**config.mk**
```make
export PLATFORM = sky130hd
export DESIGN_NAME = w3f_isqrt
export DESIGN_NICKNAME = d
export VERILOG_FILES = /design/src/rtl/w3f_pkg.sv /design/src/rtl/w3f_isqrt.sv
export SDC_FILE = /design/constraint.sdc
export NUM_CORES = 1
export LEC_CHECK = 0
export CORE_MARGIN = 2
export CORE_UTILIZATION = 55
export CTS_BUF_LIST = sky130_fd_sc_hd__clkbuf_4 sky130_fd_sc_hd__clkbuf_8
export DETAILED_ROUTE_END_ITERATION = 10
export DONT_BUFFER_PORTS = 1
export GPL_ROUTABILITY_DRIVEN = 0
export PLACE_DENSITY = 0.66
export REMOVE_ABC_BUFFERS = 1
export SETUP_SLACK_MARGIN = 0.05
export SYNTH_ARGS = -nofsm -noshare
export SYNTH_HDL_FRONTEND = slang
export SYNTH_SLANG_ARGS = --single-unit
```
**constraint.sdc**
```tcl
create_clock -name clk -period 5.2 [get_ports clk]
set_input_delay 1.04 -clock clk [delete_from_list [all_inputs] [get_ports clk]]
set_output_delay 1.04 -clock clk [all_outputs]
set_load 0.005 [all_outputs]
```
**src/rtl/w3f_pkg.sv**
```systemverilog
// ----------------------------------------------------------------------------
// w3f_pkg
// shared types and constants of the 3x3 window image filter
// ----------------------------------------------------------------------------
package w3f_pkg;

    typedef logic [7:0]  chan_t;
    typedef logic [23:0] pixel_t;

    // filter modes
    localparam logic [1:0] MODE_BOX     = 2'd0;
    localparam logic [1:0] MODE_GAUSS   = 2'd1;
    localparam logic [1:0] MODE_SHARPEN = 2'd2;
    localparam logic [1:0] MODE_SOBEL   = 2'd3;

    // configuration register indexes
    localparam logic [1:0] REG_MODE      = 2'd0;
    localparam logic [1:0] REG_THRESHOLD = 2'd1;
    localparam logic [1:0] REG_WIDTH     = 2'd2;
    localparam logic [1:0] REG_HEIGHT    = 2'd3;

    // squared gradient magnitude and its root
    localparam int SQ_W   = 21;
    localparam int ROOT_W = 11;

endpackage

```
**src/rtl/w3f_isqrt.sv**
```systemverilog
// ----------------------------------------------------------------------------
// w3f_isqrt
// iterative floor square root, two radicand bits per cycle
// ----------------------------------------------------------------------------
module w3f_isqrt
    import w3f_pkg::*;
(
    input  logic              clk,
    input  logic              rst_n,
    input  logic              start,
    input  logic [SQ_W-1:0]   value,
    output logic              done,
    output logic [ROOT_W-1:0] root
);

    logic            busy_reg;
    logic            done_reg;
    logic [SQ_W-1:0] rem_reg;
    logic [SQ_W-1:0] res_reg;
    logic [SQ_W-1:0] bit_reg;
    logic [SQ_W-1:0] trial;
    logic [SQ_W-1:0] rem_next;
    logic [SQ_W-1:0] res_next;

    always_comb
    begin
        trial = res_reg + bit_reg;
        if (rem_reg >= trial)
        begin
            rem_next = rem_reg - trial;
            res_next = (res_reg >> 1) + bit_reg;
        end
        else
        begin
            rem_next = rem_reg;
            res_next = res_reg >> 1;
        end
    end

    always_ff @(posedge clk or negedge rst_n)
    begin
        if (!rst_n)
        begin
            busy_reg <= 1'b0;
            done_reg <= 1'b0;
        end
        else
        begin
            done_reg <= 1'b0;
            if (start)
                busy_reg <= 1'b1;
            else if (busy_reg && bit_reg == SQ_W'(1))
            begin
                busy_reg <= 1'b0;
                done_reg <= 1'b1;
            end
        end
    end

    always_ff @(posedge clk)
    begin
        if (start)
        begin
            rem_reg <= value;
            res_reg <= '0;
            bit_reg <= SQ_W'(1) << (SQ_W - 1);
        end
        else if (busy_reg)
        begin
            rem_reg <= rem_next;
            res_reg <= res_next;
            bit_reg <= bit_reg >> 2;
        end
    end

    assign done = done_reg;
    assign root = res_reg[ROOT_W-1:0];

endmodule

```
# ---- Word-level counts from Yosys, hierarchy flattened
# Cells that the tools add are included.
dict set report op_classes {
  n_shift 0
  n_mul 0
  n_eq_ne 1
  bitwise_logic 0
  mux 8
  n_reduce_logical 5
  n_addsub 3
  n_lt_le_gt_ge 1
  div 0
}
# op n
set op_table {}
lappend op_table {{$mux W21} 4}
lappend op_table {{$add A20 B21 Y21} 1}
lappend op_table {{$add A21 B21 Y21} 1}
lappend op_table {{$ge A21 B21 Y1} 1}
lappend op_table {{$sub A21 B21 Y21} 1}
lappend op_table {{$eq A11 B1 Y1 const B} 1}
lappend op_table {{$reduce_bool A2 Y1} 3}
lappend op_table {{$mux W1} 4}
lappend op_table {{$reduce_and A2 Y1} 1}
lappend op_table {{$logic_and A1 B1 Y1} 1}
dict set report word_totals {
  ramBits 0
  register_bits 55
  input_bits 24
  latchBits 0
  elab_cells 23
  mem_bits_ro 0
  mem_count 0
  output_inout_bits 12
}

# ---- Depth between registers and ports, before layout
dict set report logic_depth {
  depth_word 5
  ltp_mapped 18
  ltp_nobuf 17
}

# ---- Worst setup path before layout
# No wires, ideal clock.
dict set report synth_path {
  path_type {register -> register}
  start {register bit_reg[0]}
  end {register rem_reg[0], enable pin}
  setup_ns 0.402
  required_time_ns 4.798
  arrival_time_ns 3.924
  period_less_slack_ns 4.325
  n_path_buf 1
  setup_slack_ns 0.875
  path_stages_with_launch 18
  path_cell_list {dfxtp_1 > ha_1 > ha_1 > a21o_1 > a31oi_1 > o311ai_0 > nor3b_1 > o31ai_1 > xor2_1 > ha_1 > a21o_1 > a211oi_1 > and4bb_1 > nor3b_4 > nor3_4 > buf_4 > nand2_1 > nand2_1}
}
dict set report synth_via {
  elab_chain_cells 4
}
# element line_no
set synth_rtl {}
lappend synth_rtl {{start: declaration} w3f_isqrt.sv:20} ;# logic [SQ_W-1:0] bit_reg;
lappend synth_rtl {{start signal: assignment} w3f_isqrt.sv:66} ;# bit_reg <= SQ_W'(1) << (SQ_W - 1);
lappend synth_rtl {{start signal: assignment} w3f_isqrt.sv:72} ;# bit_reg <= bit_reg >> 2;
lappend synth_rtl {{$add A21 B21 Y21} w3f_isqrt.sv:27} ;# trial = res_reg + bit_reg;
lappend synth_rtl {{$ge A21 B21 Y1} w3f_isqrt.sv:28} ;# if (rem_reg >= trial)
lappend synth_rtl {{$reduce_bool A2 Y1 (no line)} n/a}
lappend synth_rtl {{$reduce_and A2 Y1 (no line)} n/a}
lappend synth_rtl {{end signal: assignment} w3f_isqrt.sv:64} ;# rem_reg <= value;
lappend synth_rtl {{end signal: assignment} w3f_isqrt.sv:70} ;# rem_reg <= rem_next;
lappend synth_rtl {{end: declaration} w3f_isqrt.sv:18} ;# logic [SQ_W-1:0] rem_reg;
# Every way passes these cells.
# A chain may end at the register's enable or synchronous reset.

# ---- Worst setup path in the final report
dict set report layout_path {
  start {register res_reg[2]}
  end {register res_reg[10]}
}
dict set report layout_via {
  elab_chain_cells 3
  elab_cells_between_ends 4
  cone_classes {2 x add/sub; 1 x order compare; 1 x mux}
}
# element line_no
set layout_rtl {}
lappend layout_rtl {{start: declaration} w3f_isqrt.sv:19} ;# logic [SQ_W-1:0] res_reg;
lappend layout_rtl {{start signal: assignment} w3f_isqrt.sv:71} ;# res_reg <= res_next;
lappend layout_rtl {{$add A21 B21 Y21} w3f_isqrt.sv:27}
lappend layout_rtl {{$ge A21 B21 Y1} w3f_isqrt.sv:28}
lappend layout_rtl {{$mux W21 (*)} w3f_isqrt.sv:28}
# Every way passes the cells marked *; elsewhere a longest branch is shown, timed or not.

==> results.yml <==
global_route:
  grt_pass1_vias: 3711
  grt_usage_pct: 22.92
  grt_overflow: 0
  grt_pass1_wl_mm: 17.97
  grt_max_degree: 74
  antenna_found_initial: 0
cts:
  clkSinkCount: 55
  clk_pin_slew_ns: 0.12
  clk_path_buf_depth: 2
  cts_made_buffers: 5
  cts_tree: "built"
  cts_resized: 0
  cts_max_level: 2
  post_cts_buffers: 0
  ctsHoldBuffers: 0
  root_buffer: "clkbuf_8"
  clk-insertion-delay-late_ns: 0.33
worst_setup_path:
  cp-end-kind: "register"
  critical_path_buf_inv_count: 2
  startpoint_type: "register"
  cp_slowest_stage_delay_ns: 0.49
  cp_slowest_cell: "dfxtp_1"
  path_cells: "ha_1 -> a21o_1 -> a31oi_1 -> o311ai_0 -> buf_4 -> nor3b_1 -> o31ai_1 -> xor2_1 -> ha_1 -> a21o_1 -> a211oi_1 -> and4bb_1 -> nor3b_4 -> buf_4 -> or2_2 -> mux2i_1 -> a21oi_1"
  path_class: "reg -> reg"
  worstPathMaxFanout: 8
  required_ns: 5.39
  crit_family: "compound AO/OA/AOI/OAI gates"
  worstPathArrival_ns: 4.77
layout:
  fill_cells: 756
  drive_gt1_share_pct: 9.195
  final_common_cell: "nand2_1"
  antenna_cells: 0
  final_cell_mix: "59 x nand2_1, 43 x ha_1, 41 x nor2_1, 32 x dfxtp_1, 31 x xnor2_1"
  area_growth_syn_to_layout_pct: 1.259
  nNetsFinal: 589
yosys:
  async_flop_share_pct: 3.636
  synth-seq-cells: 55
  syn-cell-area_um2: 4770
  synth_warnings: 0
  ys_seq_area_share_pct: 27.70
  synth_edf_count: 21
  synthCells: 542
  synth_area_per_cell_um2: 8.800
  synth_cell_types: 73
  synthFlopType: "dfxtp_1"
timing:
  tns_ns: 0
  tightest_slew_ns: 0.9993
  relSlewSlack_pct: 33.38
  finalClockSkew_ns: 0.01364
  min_period_over_period_pct: 88.17
  setup_viol: 0
  maxSlewViolCount: 0
  min_period_ns: 4.585
  rsz0062_at_grt: "no"
  fmax_mhz: 218.1
  whs_ns: 0.3948
  finalHoldViolCount: 0
floorplanning:
  die_w_um: 97.13
  initial_core_util_pct: 57.47
  fp.dieH_um: 97.13
  num_io_pins: 36
  core_um2: 8299
  fp.dieArea_um2: 9433
  rows: 33
route:
  first_pass_iters: 4
  ant_nets: 0
  via_count: 3841
  wl_mm: 10.78
  drc: 0
  initialDrtViolationCount: 172
  viasPerCell: 6.126
  wl_per_cell_um: 17.19
power:
  leakagePower_nw: 1.969
  max-vdd-ir-drop_uv: 318.2
  powerDensity_nw_per_um2: 559.3
job:
  maxCapViolations: 0
placed_design:
  hpwl_mm: 7.946
  port-buffer-count: 0
worst_hold_path:
  hold_path.class: "in -> async"
run_status:
  status: "complete, no violations"
layer usage:
| layer | track usage (%) | vias to the layer above | routed length (um) | part of all wire, % |
|---|---|---|---|---|
| li1 | - | 1962 | - | - |
| met3 | 3.237 | 9 | 363 | 3.4 |
| met1 | 31.82 | 1798 | 5289 | 49 |
| met2 | 37.93 | 72 | 5013 | 47 |
| met5 | 0 | - | 0 | 0 |
| met4 | 5.200 | 0 | 111 | 1.0 |
report_power, final:
| part | internal, mW | switching, mW | leakage [nW] | total, mW |
|---|---|---|---|---|
| registers | 0.624 | 0.0887 | 0.497 | 0.712 |
| logic | 0.703 | 0.984 | 1.42 | 1.69 |
| clock network | 0.144 | 0.157 | 0.0562 | 0.302 |
| total | 1.47 | 1.23 | 1.97 | 2.70 |
cell families (layout without fill, tap and decap cells):
family	after synthesis	count (layout)	share of synthesized area [%]
buffers and inverters	52	32	6.138
and+or+nand+nor	179	179	20.20
muxes	25	25	5.378
DFF	55	55	27.70
xor gates and xnor gates	47	47	8.631
adders and majority gates	44	44	11.70
AOI/OAI and AO/OA	140	140	20.25
through the flow:
stage	std cells	utilization [%]	setup slack (ns)	power, mW	instance area, um2
final	627	58.19	0.6150	2.701	4830
after CTS	627	58.19	0.6009	2.704	4830
after floorplan	509	-	0.5957	2.020	4548
after detailed placement	619	56.85	0.6269	2.388	4718
after global placement	619	56.85	0.7269	2.371	4718
after global routing	627	58.19	0.2039	2.920	4830
cells in the mapped netlist (all sizes together), types with 4 or more instances:
cell type,n,area [um2]
a211oi,16,120.1
a21o,8,61.31
a21oi,25,128.9
a31o,5,43.79
a31oi,15,93.84
and3,7,45.05
buf,20,161.4
clkbuf,13,60.05
dfxtp,32,640.6
edfxtp,21,630.6
ha,43,538.0
inv,18,67.56
mux2,5,56.30
mux2i,20,200.2
nand2,60,227.7
nand3,15,75.07
nand4,5,31.28
nor2,41,153.9
nor2b,5,31.28
nor3,10,61.31
nor4,8,93.84
o21a,4,30.03
o21ai,29,145.1
o221ai,5,43.79
o311ai,4,35.04
o31ai,6,45.04
or3,6,37.54
xnor2,31,271.5
xor2,16,140.1
worst register-to-register path, delay by kind of cell, from the launching register on:
| kind | cells | cell delay (ns) |
|---|---|---|
| and+or+nand+nor | 4 | 1.02 |
| AOI/OAI and AO/OA | 7 | 1.51 |
| adders and majority gates | 2 | 0.61 |
| xor gates and xnor gates | 1 | 0.18 |
| DFF | 1 | 0.49 |
| muxes | 1 | 0.20 |
| buffers and inverters | 2 | 0.43 |
path summary, 6_finish.rpt:
kind | from | end | slack, ns | cells after the start
max | res_reg[2] | res_reg[10] | 0.61 | 17
min | rst_n | busy_reg | 0.39 | 0
max reg2reg | res_reg[2] | res_reg[10] | 0.61 | 17
min reg2reg | res_reg[20] | res_reg[20] | 0.58 | 2
max in group asynchronous | rst_n | busy_reg | 4.73 | 0
min in group clk | res_reg[20] | res_reg[20] | 0.58 | 2
layout make-up:
type	count	area, um2	area share [%]
clock buffers	5	68.82	1.425
clock inverters	3	42.54	0.8808
inverters	19	71.32	1.477
multi-input cells	435	3156	65.34
flip-flops and latches	55	1323	27.38
well taps	105	131.4	2.720
repair buffers	5	37.54	0.7772
Power figures use the tool's default switching activity.
